**src/rtl/core/ctsh_pkg.sv**
```systemverilog
`default_nettype none
// ----------------------------------------------------------------------------
// ctsh_pkg
// Shared types, constants and sine table for the cloud texture shader.
// ----------------------------------------------------------------------------
package ctsh_pkg;

   localparam int SINE_TERMS      = 4;
   localparam int SINE_TABLE_BITS = 10;

   localparam int QIDX_W = SINE_TABLE_BITS - 2;
   localparam int QTAB_N = 1 << QIDX_W;

   localparam int TERM_W = 19;
   localparam int SUM_W  = TERM_W + $clog2(SINE_TERMS + 1);
   localparam int PROD_W = 2 * SUM_W;

   localparam int DIV_BPS    = 4;
   localparam int DIV_STAGES = 16 / DIV_BPS;

   localparam logic [16:0] ONE_Q16     = 17'd65536;
   localparam logic [15:0] SKY_RG      = 16'd20316;
   localparam logic [15:0] SKY_B       = 16'd51118;
   localparam longint      WEIGHT_STEP = 46334;
   localparam longint      InvDiv      = 2 * SINE_TERMS * SINE_TERMS * 16384;

   typedef enum logic [2:0] {
      CSR_THRESH   = 3'd0,
      CSR_SPAN     = 3'd1,
      CSR_CONTRAST = 3'd2,
      CSR_FREQ_U   = 3'd3,
      CSR_FREQ_V   = 3'd4
   } csr_index_type;

   typedef struct packed {
      logic [15:0] u_coord;
      logic [15:0] v_coord;
   } req_type;

   typedef struct packed {
      logic [15:0] red;
      logic [15:0] green;
      logic [15:0] blue;
   } rsp_type;

   typedef struct packed {
      logic [16:0] inten;
      logic        tr_full;
      logic        tr_zero;
   } div_side_type;

   typedef logic [14:0] qtab_type [QTAB_N];
   typedef logic [16:0] wtab_type [SINE_TERMS];

   // quarter-wave polynomial, Q0.15 magnitude at quarter index k
   function automatic logic [14:0] sine_mag(int k);
      longint t;
      longint t2;
      longint acc;
      longint s;
      t   = longint'(k) << (16 - SINE_TABLE_BITS);
      t2  = (t * t) / 16384;
      acc = -1256734;
      acc = 21392319 + (acc * t2) / 16384;
      acc = -173399641 + (acc * t2) / 16384;
      acc = 421657428 + (acc * t2) / 16384;
      s   = (acc * t) / 16384;
      s   = (s + 4096) / 8192;
      if (s > 32767) s = 32767;
      if (s < 0) s = 0;
      return s[14:0];
   endfunction

   function automatic qtab_type make_qtab();
      qtab_type tab;
      for (int k = 0; k < QTAB_N; k++) begin
         tab[k] = sine_mag(k);
      end
      return tab;
   endfunction

   function automatic wtab_type make_wtab();
      wtab_type tab;
      longint   w;
      w = 65536;
      for (int i = 0; i < SINE_TERMS; i++) begin
         tab[i] = w[16:0];
         w = (w * WEIGHT_STEP) >> 16;
      end
      return tab;
   endfunction

   localparam qtab_type    QSIN     = make_qtab();
   localparam logic [14:0] QSIN_TOP = sine_mag(QTAB_N);
   localparam wtab_type    WEIGHT   = make_wtab();

   // table sine of a Q16 turn phase, Q1.15
   function automatic logic signed [15:0] sine_q15(input logic [15:0] ph);
      logic [1:0]        quad;
      logic [QIDX_W-1:0] q;
      logic [QIDX_W-1:0] qm;
      logic [14:0]       mag;
      quad = ph[15:14];
      q    = ph[13 -: QIDX_W];
      qm   = QIDX_W'(0) - q;
      if (!quad[0]) mag = QSIN[q];
      else if (q == '0) mag = QSIN_TOP;
      else mag = QSIN[qm];
      return quad[1] ? -signed'({1'b0, mag}) : signed'({1'b0, mag});
   endfunction

endpackage
`default_nettype wire

```
**src/rtl/core/ctsh_div.sv**
```systemverilog
`default_nettype none
// ----------------------------------------------------------------------------
// ctsh_div
// Pipelined restoring fraction divider: rem/divisor with rem < divisor.
// ----------------------------------------------------------------------------
module ctsh_div import ctsh_pkg::*; (
   input  wire logic         clock,
   input  wire logic         reset,
   input  wire logic         en,
   input  wire logic         in_valid,
   input  wire logic [15:0]  in_rem,
   input  wire div_side_type in_side,
   input  wire logic [15:0]  divisor,
   output logic              out_valid,
   output logic [15:0]       out_quot,
   output div_side_type      out_side
);

   logic [DIV_STAGES-1:0] vld_ff;
   logic [15:0]           rem_ff  [DIV_STAGES];
   logic [15:0]           quot_ff [DIV_STAGES];
   div_side_type          side_ff [DIV_STAGES];
   logic [15:0]           rem_src [DIV_STAGES];
   logic [15:0]           quot_src [DIV_STAGES];
   logic [15:0]           rem_in  [DIV_STAGES];
   logic [15:0]           quot_in [DIV_STAGES];

   always_comb begin
      rem_src[0]  = in_rem;
      quot_src[0] = '0;
      for (int s = 1; s < DIV_STAGES; s++) begin
         rem_src[s]  = rem_ff[s-1];
         quot_src[s] = quot_ff[s-1];
      end
   end

   always_comb begin
      logic [15:0] r;
      logic [16:0] r2;
      logic [15:0] q;
      for (int s = 0; s < DIV_STAGES; s++) begin
         r = rem_src[s];
         q = quot_src[s];
         for (int b = 0; b < DIV_BPS; b++) begin
            r2 = {r, 1'b0};
            if (r2 >= {1'b0, divisor}) begin
               r = 16'(r2 - {1'b0, divisor});
               q = {q[14:0], 1'b1};
            end else begin
               r = r2[15:0];
               q = {q[14:0], 1'b0};
            end
         end
         rem_in[s]  = r;
         quot_in[s] = q;
      end
   end

   always_ff @(posedge clock) begin
      if (reset) begin
         vld_ff <= '0;
      end else if (en) begin
         vld_ff <= {vld_ff[DIV_STAGES-2:0], in_valid};
      end
   end

   always_ff @(posedge clock) begin
      if (en) begin
         rem_ff     <= rem_in;
         quot_ff    <= quot_in;
         side_ff[0] <= in_side;
         for (int s = 1; s < DIV_STAGES; s++) begin
            side_ff[s] <= side_ff[s-1];
         end
      end
   end

   assign out_valid = vld_ff[DIV_STAGES-1];
   assign out_quot  = quot_ff[DIV_STAGES-1];
   assign out_side  = side_ff[DIV_STAGES-1];

endmodule
`default_nettype wire

```
**config.mk**
```make
export PLATFORM = sky130hd
export DESIGN_NAME = ctsh_div
export DESIGN_NICKNAME = d
export VERILOG_FILES = /design/src/rtl/core/ctsh_pkg.sv /design/src/rtl/core/ctsh_div.sv
export SDC_FILE = /design/constraint.sdc
export NUM_CORES = 1
export LEC_CHECK = 0
export ABC_AREA = 1
export BUFFER_PORTS_ARGS = -buffer_cell sky130_fd_sc_hd__buf_2
export CAP_MARGIN = 15
export CORE_ASPECT_RATIO = 1.5
export CORE_MARGIN = 2
export CORE_UTILIZATION = 70
export CTS_BUF_LIST = sky130_fd_sc_hd__clkbuf_4
export DETAILED_ROUTE_END_ITERATION = 8
export GPL_TIMING_DRIVEN = 0
export PLACE_DENSITY_LB_ADDON = 0.12
export SYNTH_ARGS = -nofsm -noshare
export SYNTH_HDL_FRONTEND = slang
export SYNTH_SLANG_ARGS = --single-unit
```
**constraint.sdc**
```tcl
create_clock -name clock -period 21.8 [get_ports clock]
set_input_delay 2.18 -clock clock [delete_from_list [all_inputs] [get_ports clock]]
set_output_delay 2.18 -clock clock [all_outputs]
set_load 0.02 [all_outputs]
```
After elaboration in Yosys (flattened, before gate mapping). Memories as Yosys holds them, arrays and structs flattened. Index checks and enable logic that the tools add are counted.

Input bits: 55. Memories: 1. Flip-flop bits (word level): 92. Memory bits (writable): 76. Output and inout port bits: 36.

Multiplexer cells: 33. Add/subtract/negate cells: 15. $lt $le $gt $ge: 16.

Memories: side_ff (words 4, bits a word 19, read ports 4, clocked after Yosys merged registers in 0, write ports 4, RTL line ctsh_div.sv:22) `div_side_type side_ff [DIV_STAGES];`.

Operators with widths (count): $ge 17x16->1 (16); $mux 16 (15); $sub 16x16->16 (15); $mux 1 (18).

Logic depth before layout (Yosys ltp). Gate-level depths: netlist of run 1.

Depth in word-level cells: 8. Mapped depth: 55. Gate-level depth less buffers: 52.

Worst setup path before layout of run 1. Ideal clock, no wire load.

Path kind: input to register. Start: in divisor[1]. End: reg rem_ff[48] (netlist bit) (data pin). Path buffers: 5. Required time: 21545 ps. Library setup time: 255 ps. Path slack: 12735 ps. Arrival time: 8809 ps. Stages: 48. Path through: inv_1 > ha_1 > ha_1 > nand3_1 > nor3_1 > nor2_1 > nand2_4 > inv_2 > buf_2 > o21ai_0 > ha_1 > nand2_1 > nor2_1 > nand2_1 > o21ai_1 > nand3_1 > nand3_4 > inv_2 > [12 not listed] > inv_1 > nand3_4 > inv_2 > buf_12 > buf_12 > nand2_2 > o21ai_2 > ha_1 > a21oi_1 > o21ai_0 > a21o_1 > nand3_1 > o2111ai_1 > a211oi_2 > nand2_1 > nor2_4 > buf_4 > nor2_1.

Word-level cells in the longest chain between the ends: 7. Elaborated cells between the ends (all ways): 10. Those cells by class: 3 x add/sub; 4 x order compare; 3 x mux.

Ends and longest elaborated chain: from (decl) (RTL line ctsh_div.sv:13) `input wire logic [15:0] divisor,`; $sub 16x16->16 / $ge 17x16->1 (equally long branches) (RTL line ctsh_div.sv:47, ctsh_div.sv:46); $mux 16 (RTL line ctsh_div.sv:46) `if (r2 >= {1'b0, divisor}) begin`; $sub 16x16->16 / $ge 17x16->1 (equally long branches) (RTL line ctsh_div.sv:47, ctsh_div.sv:46); $mux 16 (RTL line ctsh_div.sv:46); $sub 16x16->16 / $ge 17x16->1 (equally long branches) (RTL line ctsh_div.sv:47, ctsh_div.sv:46); $mux 16 (RTL line ctsh_div.sv:46); $ge 17x16->1 * (RTL line ctsh_div.sv:46); to (signal assigned) (RTL line ctsh_div.sv:69) `rem_ff <= rem_in;`; to (decl) (RTL line ctsh_div.sv:20) `logic [15:0] rem_ff [DIV_STAGES];`.

Mark *: on every way between the ends. The rest lies on a longest branch, timed or not. A chain may end at the register's enable or synchronous reset.

==> flow_metrics.env, run 1 <==
export IMPL_antenna_found_initial=1
export IMPL_clockBufferDepth=2
export IMPL_hp_class="reg -> reg"
export IMPL_startpoint_type="input port"
export IMPL_syn_inst=2671
export IMPL_cp_required_ns=22.33
export IMPL_cp_top_family="compound AO/OA/AOI/OAI gates"
export IMPL_synthTopCellsByArea="edfxtp_1, ha_1, nand2_1, a21oi_1, xnor2_1"
export IMPL_postCtsSetupBuffers=0
export IMPL_async_flop_share_pct=0
export IMPL_grt_pass1_vias=19200
export IMPL_clock_latency_ns=0.69
export IMPL_synth_top_area_share_pct=24.8
export IMPL_drt_iter0_drc=1348
export IMPL_max_cap_viol_count=0
export IMPL_tightest_slew_ns=1.26
export IMPL_clock_fmax_mhz=90.9
export IMPL_pre_cts_ws_ns=10.38
export IMPL_crit_top_cell="nand2_1"
export IMPL_setup_worst_path_class="in -> reg"
export IMPL_drive_above_1_share_pct=12.4
export IMPL_num_io_pins=91
export IMPL_rsz0062_at_grt="false"
export IMPL_grt_start_max_net_pins=89
export IMPL_start_util_pct=70.9
export IMPL_hpwl_um=43600
export IMPL_end_kind="flop"
export IMPL_n_fill_cell=2209
export IMPL_cp_num_buf_inv=12
export IMPL_root_buffer="clkbuf_4"
export IMPL_final_area_um2=21200
export IMPL_post_drt_via_cell_ratio=6.13
export IMPL_finalSetupTns_ns=0
export IMPL_drv_slew=0
export IMPL_die_area_um2=29700
export IMPL_cts_tree="yes"
export IMPL_slew_headroom_pct=15.7
export IMPL_first_pass_iters=8
export IMPL_io_buffers=90
export IMPL_dieHeight_um=210
export IMPL_ctsHoldBuffers=0
export IMPL_fin_ws_ns=10.80
export IMPL_synth_seq_cells=168
export IMPL_dieWidth_um=141
export IMPL_finalHoldViolations=0
export IMPL_rows=75
export IMPL_fin_worst_skew_ns=0.0373
export IMPL_nets=3087
export IMPL_place_area_um2=20800
export IMPL_yosys_area_top_type="edfxtp_1"
export IMPL_grt_pass1_wl_um=90300
export IMPL_ant_nets=0
export IMPL_place_congestion=1.00
export IMPL_setup_viol=0
export IMPL_vias=19300
export IMPL_post_route_min_period_ns=11.00
export IMPL_synth_edff_count=164
export IMPL_synth_nets=2974
export IMPL_path_max_fanout=16
export IMPL_timing_final_crit_share_pct=50.4
export IMPL_clock_sinks=168
export IMPL_overflow=0
export IMPL_max_stage_delay_ns=0.89
export IMPL_wl_per_cell_um=18.0
export IMPL_yosysWarnings=0
export IMPL_syn_to_final_growth_pct=6.81
export IMPL_path_clk_slew_ns=0.17
export IMPL_htreeDepth=4
export IMPL_avgSynthCellArea_um2=7.42
export IMPL_syn_cell_area_um2=19800
export IMPL_yosysSeqAreaShare_pct=25.2
export IMPL_cts_resized=0
export IMPL_drt_total_wl_um=56700
export IMPL_numCtsBuffers=17
export IMPL_core_area_um2=28000
export IMPL_track_usage_pct=38.2
export IMPL_outcome="finished, final reports clean"
export IMPL_drc_errors=0
export IMPL_ys_flop_type="edfxtp_1"
export IMPL_cpMaxStageDelayCell="inv_1"
export IMPL_critPathArrivalTime_ns=11.53
export IMPL_synth_cell_types=67
-- worst reg2reg max path, delay by kind of cell (launching register included) --
family,cells,cell delay [ns]
simple gates,22,2.90
flops,1,0.46
buf+inv,6,0.97
fa+ha+maj,5,1.65
compound gates,11,2.41
-- synth_stat cells, drive strengths merged, types with 5 or more instances --
| cell | number |
|---|---|
| nand2 | 824 |
| ha | 244 |
| a21oi | 236 |
| inv | 227 |
| o21ai | 203 |
| nor2 | 186 |
| edfxtp | 164 |
| nand3 | 148 |
| xnor2 | 102 |
| xor2 | 91 |
| buf | 54 |
| nand4 | 27 |
| nor3 | 25 |
| a21o | 15 |
| a31oi | 14 |
| a21boi | 13 |
| or2 | 13 |
| and2 | 11 |
| nand3b | 11 |
| o21a | 10 |
| o21bai | 9 |
| a211oi | 8 |
| nor4 | 8 |
| o2111ai | 5 |
-- placed cells by master (no fill, tap or decap), types with 7 or more instances in the layout --
cell type / n
o21ai_1: 48
a21oi_2: 15
inv_1: 205
a31oi_1: 12
o21bai_1: 8
clkinv_8: 7
xor2_1: 91
a21oi_1: 220
nand2_4: 10
a21o_1: 15
o21ai_2: 18
nand2_2: 34
edfxtp_1: 164
a21boi_0: 8
nand3_1: 123
nor2_1: 172
o21ai_0: 137
clkbuf_4: 17
nor3_1: 22
xnor2_1: 102
nor4_1: 7
buf_4: 22
inv_2: 19
nand4_1: 25
buf_2: 100
nand2_1: 780
o21a_1: 10
nand3_2: 18
buf_6: 18
or2_2: 8
nand3_4: 7
ha_1: 244
nand3b_1: 11
-- cell families (layout without fill, tap and decap cells) --
| family | Yosys count | in the layout | share of synthesized area (%) |
|---|---|---|---|
| adder cells (fa/ha/maj) | 248 | 248 | 15.8 |
| AND/OR/NAND/NOR | 1254 | 1254 | 28.3 |
| buffers and inverters | 282 | 408 | 6.80 |
| XOR/XNOR | 193 | 193 | 8.53 |
| other | 0 | 1 | 0 |
| flip-flops | 168 | 168 | 25.2 |
| AO/OA/AOI/OAI | 526 | 526 | 15.3 |
-- sequential cells by signal, summed over array words and instances, names as in the netlist --
name,flops
side_ff,76
quot_ff,24
rem_ff,48
vld_ff,4
out_quot,16
-- per-layer routing --
metal  GRT usage, %  vias to the layer above  part of all wire (%)  wire [um]
met5              0                        -                     0          0
met4           29.3                        0                   7.7       4360
met3           6.25                      257                   5.8       3280
met2           68.7                      793                    51      28800
met1           39.2                     8878                    36      20200
li1               -                     9332                     -          -
-- worst paths after layout --
kind / from / endpoint / slack (ns) / cells after the start
worst max-delay path: divisor[12] / rem_ff[63] / 10.80 / 52
worst min-delay path: side_ff[2][0] / side_ff[3][0] / 0.44 / 0
worst max register to register: rem_ff[32] / rem_ff[28] / 13.20 / 44
worst min register to register: side_ff[2][0] / side_ff[3][0] / 0.44 / 0
-- through the flow --
stage / util, % / hold WS (ns) / instances
floorplan: - / 0.400 / 2671
global placement: 74.1 / 0.400 / 3107
detailed placement: 74.3 / 0.405 / 3109
CTS: 75.5 / 0.436 / 3141
global route: 75.7 / 0.441 / 3144
finish: 75.7 / 0.438 / 3144
-- layout make-up --
type	instances	area (um2)	area share (%)
Clock buffer	17	128	0.603
Clock inverter	15	220	1.04
Inverter	227	865	4.08
Sequential cell	168	5000	23.6
Timing Repair Buffer	94	567	2.68
Antenna cell	1	2.50	0.0118
Multi-Input combinational cell	2221	13500	63.6
Tap cell	346	433	2.04
Buffer	55	484	2.29
Power of run 1 is not shown: default switching activity piles up to over one toggle a cycle in this logic, so the estimate is an artifact.
==> inputs of run 2 (changes only) <==
--- a/config.mk
+++ b/config.mk
@@ -10,7 +10,7 @@
 export CAP_MARGIN = 15
 export CORE_ASPECT_RATIO = 1.5
 export CORE_MARGIN = 2
-export CORE_UTILIZATION = 70
+export CORE_UTILIZATION = 65
 export CTS_BUF_LIST = sky130_fd_sc_hd__clkbuf_4
 export DETAILED_ROUTE_END_ITERATION = 8
 export GPL_TIMING_DRIVEN = 0
==> constraint.sdc (replaced) <==
create_clock -name clock -period 10.5 [get_ports clock]
set_input_delay 1.05 -clock clock [delete_from_list [all_inputs] [get_ports clock]]
set_output_delay 1.05 -clock clock [all_outputs]
set_load 0.02 [all_outputs]
==> run 2 against run 1 <==
  * Via count decreased by 0.74%
  * Setup slack got worse by 10 ns
  * Worst hold slack got worse by 0.0038 ns
  * Critical path type unchanged
  * Flip-flop and latch count unchanged
  * Highest routed layer unchanged
  * Non-clock buffer count unchanged
  * Cell area increased by 0.14%
  * Clock skew increased by 0.0018 ns
  * Critical path depth unchanged
  * Sequential share of layout area about the same
  * Final cell count increased by 1.7%
  * Die area increased by 7.5%
  * Routed wire length increased by 0.79%
==> flow_metrics.env, run 2 (same netlist as run 1, synthesis figures left out) <==
export IMPL_outcome="finished, final reports clean"
export IMPL_ant_nets=0
export IMPL_mostFrequentLayoutCells="nand2_1, ha_1, a21oi_1"
export IMPL_critPathCapture="rem_ff[63]"
export IMPL_die_area_um2=31900
export IMPL_max_stage_delay_ns=0.87
export IMPL_overflow=0
export IMPL_layout_commonest_cell="nand2_1"
export IMPL_crit_top_cell="nand2_1"
export IMPL_rr_startpoint="rem_ff[32]"
export IMPL_dieWidth_um=147
export IMPL_rows=78
export IMPL_cts_tree="yes"
export IMPL_fin_worst_skew_ns=0.0392
export IMPL_clock_fmax_mhz=102
export IMPL_cp_required_ns=11.04
export IMPL_n_fill_cell=2555
export IMPL_numCtsBuffers=17
export IMPL_top_regs="side_ff (76), rem_ff (48), quot_ff (24)"
export IMPL_postCtsSetupBuffers=0
export IMPL_vias=19100
export IMPL_clock_sinks=168
export IMPL_antenna_found_initial=1
export IMPL_start_util_pct=65.7
export IMPL_drt_total_wl_um=57100
export IMPL_first_pass_iters=6
export IMPL_drv_slew=0
export IMPL_place_congestion=0.982
export IMPL_max_cap_viol_count=0
export IMPL_finalHoldViolations=0
export IMPL_cpMaxStageDelayCell="inv_1"
export IMPL_drt_iter0_drc=1206
export IMPL_rrSetupSlack_ns=2.02
export IMPL_grt_pass1_wl_um=89600
export IMPL_post_route_min_period_ns=9.84
export IMPL_cp_depth=52
export IMPL_rr_worst_depth=45
export IMPL_setup_worst_path_class="in -> reg"
export IMPL_ctsHoldBuffers=0
export IMPL_core_area_um2=30200
export IMPL_hp_class="reg -> reg"
export IMPL_end_kind="flop"
export IMPL_io_buffers=90
export IMPL_dieHeight_um=218
export IMPL_nets=3087
export IMPL_grt_start_max_net_pins=89
export IMPL_drc_errors=0
export IMPL_wl_per_cell_um=17.9
export IMPL_clockBufferDepth=2
export IMPL_timing_final_crit_share_pct=93.7
export IMPL_rsz0062_at_grt="false"
export IMPL_finalSetupTns_ns=0
export IMPL_rr_endpoint="rem_ff[30]"
export IMPL_hpwl_um=44400
export IMPL_setup_worst_path_start="divisor[12]"
export IMPL_critPathArrivalTime_ns=10.38
export IMPL_top_register="side_ff"
export IMPL_setup_viol=0
export IMPL_root_buffer="clkbuf_4"
export IMPL_num_io_pins=91
export IMPL_htreeDepth=4
export IMPL_startpoint_type="input port"
export IMPL_track_usage_pct=35.1
export IMPL_post_drt_via_cell_ratio=5.98
export IMPL_path_clk_slew_ns=0.20
export IMPL_syn_to_final_growth_pct=6.96
export IMPL_drive_above_1_share_pct=12.4
export IMPL_grt_pass1_vias=19000
export IMPL_cp_num_buf_inv=12
export IMPL_path_max_fanout=16
export IMPL_tightest_slew_ns=1.23
export IMPL_largest_register_ffs=76
export IMPL_slew_headroom_pct=18.1
export IMPL_cts_resized=0
export IMPL_clock_latency_ns=0.68
export IMPL_cp_top_family="compound AO/OA/AOI/OAI gates"
## run 2: worst min path at each step
stage | cells after the start | start | endpoint | slack, ns
after floorplan | 0 | quot_ff[22] | out_quot[10] | 0.40
after global placement | 0 | quot_ff[21] | out_quot[9] | 0.40
after detailed placement | 0 | side_ff[1][12] | side_ff[2][12] | 0.40
after CTS | 0 | side_ff[2][6] | side_ff[3][6] | 0.43
after global routing | 0 | side_ff[2][6] | side_ff[3][6] | 0.43
final | 0 | side_ff[1][14] | side_ff[2][14] | 0.43
## run 2: final cells by class
cell class / instances / area (um2) / area share (%)
plain buffers: 55 / 484 / 2.28
multi-input cells: 2221 / 13500 / 63.5
clock buffers: 17 / 128 / 0.602
repair buffers: 94 / 554 / 2.61
clock inverters: 15 / 193 / 0.909
flip-flops and latches: 168 / 5000 / 23.6
well taps: 400 / 500 / 2.36
inverters: 227 / 865 / 4.08
diodes: 2 / 5.00 / 0.0236
## run 2: per-stage QoR
stage | worst slack (ns) | cell area, um2 | cells | util [%] | hold slack (ns)
floorplan | 2.57 | 19800 | 2671 | - | 0.400
global placement | 0.292 | 20800 | 3161 | 68.9 | 0.401
detailed placement | 0.193 | 20800 | 3163 | 69.1 | 0.405
CTS | 0.898 | 21200 | 3195 | 70.2 | 0.431
global route | 0.0772 | 21200 | 3199 | 70.3 | 0.426
finish | 0.660 | 21200 | 3199 | 70.3 | 0.434
## run 2: per-layer routing
layer / share of wire [%] / vias up / GRT usage [%]
met1: 36 / 8785 / 34.5
li1: - / 9327 / -
met2: 51 / 743 / 65.1
met3: 4.9 / 262 / 5.23
met4: 7.9 / 0 / 28.3
met5: 0 / - / 0
## run 2: worst register-to-register path: cells and delay by family, from the launching register on
family                   cells  cell delay (ns)
AND/OR/NAND/NOR             24             2.95
AO/OA/AOI/OAI               11             2.33
adder cells (fa/ha/maj)      5             1.59
buffers and inverters        5             0.94
flip-flops                   1             0.46
Power of run 2 is left out for the same reason.
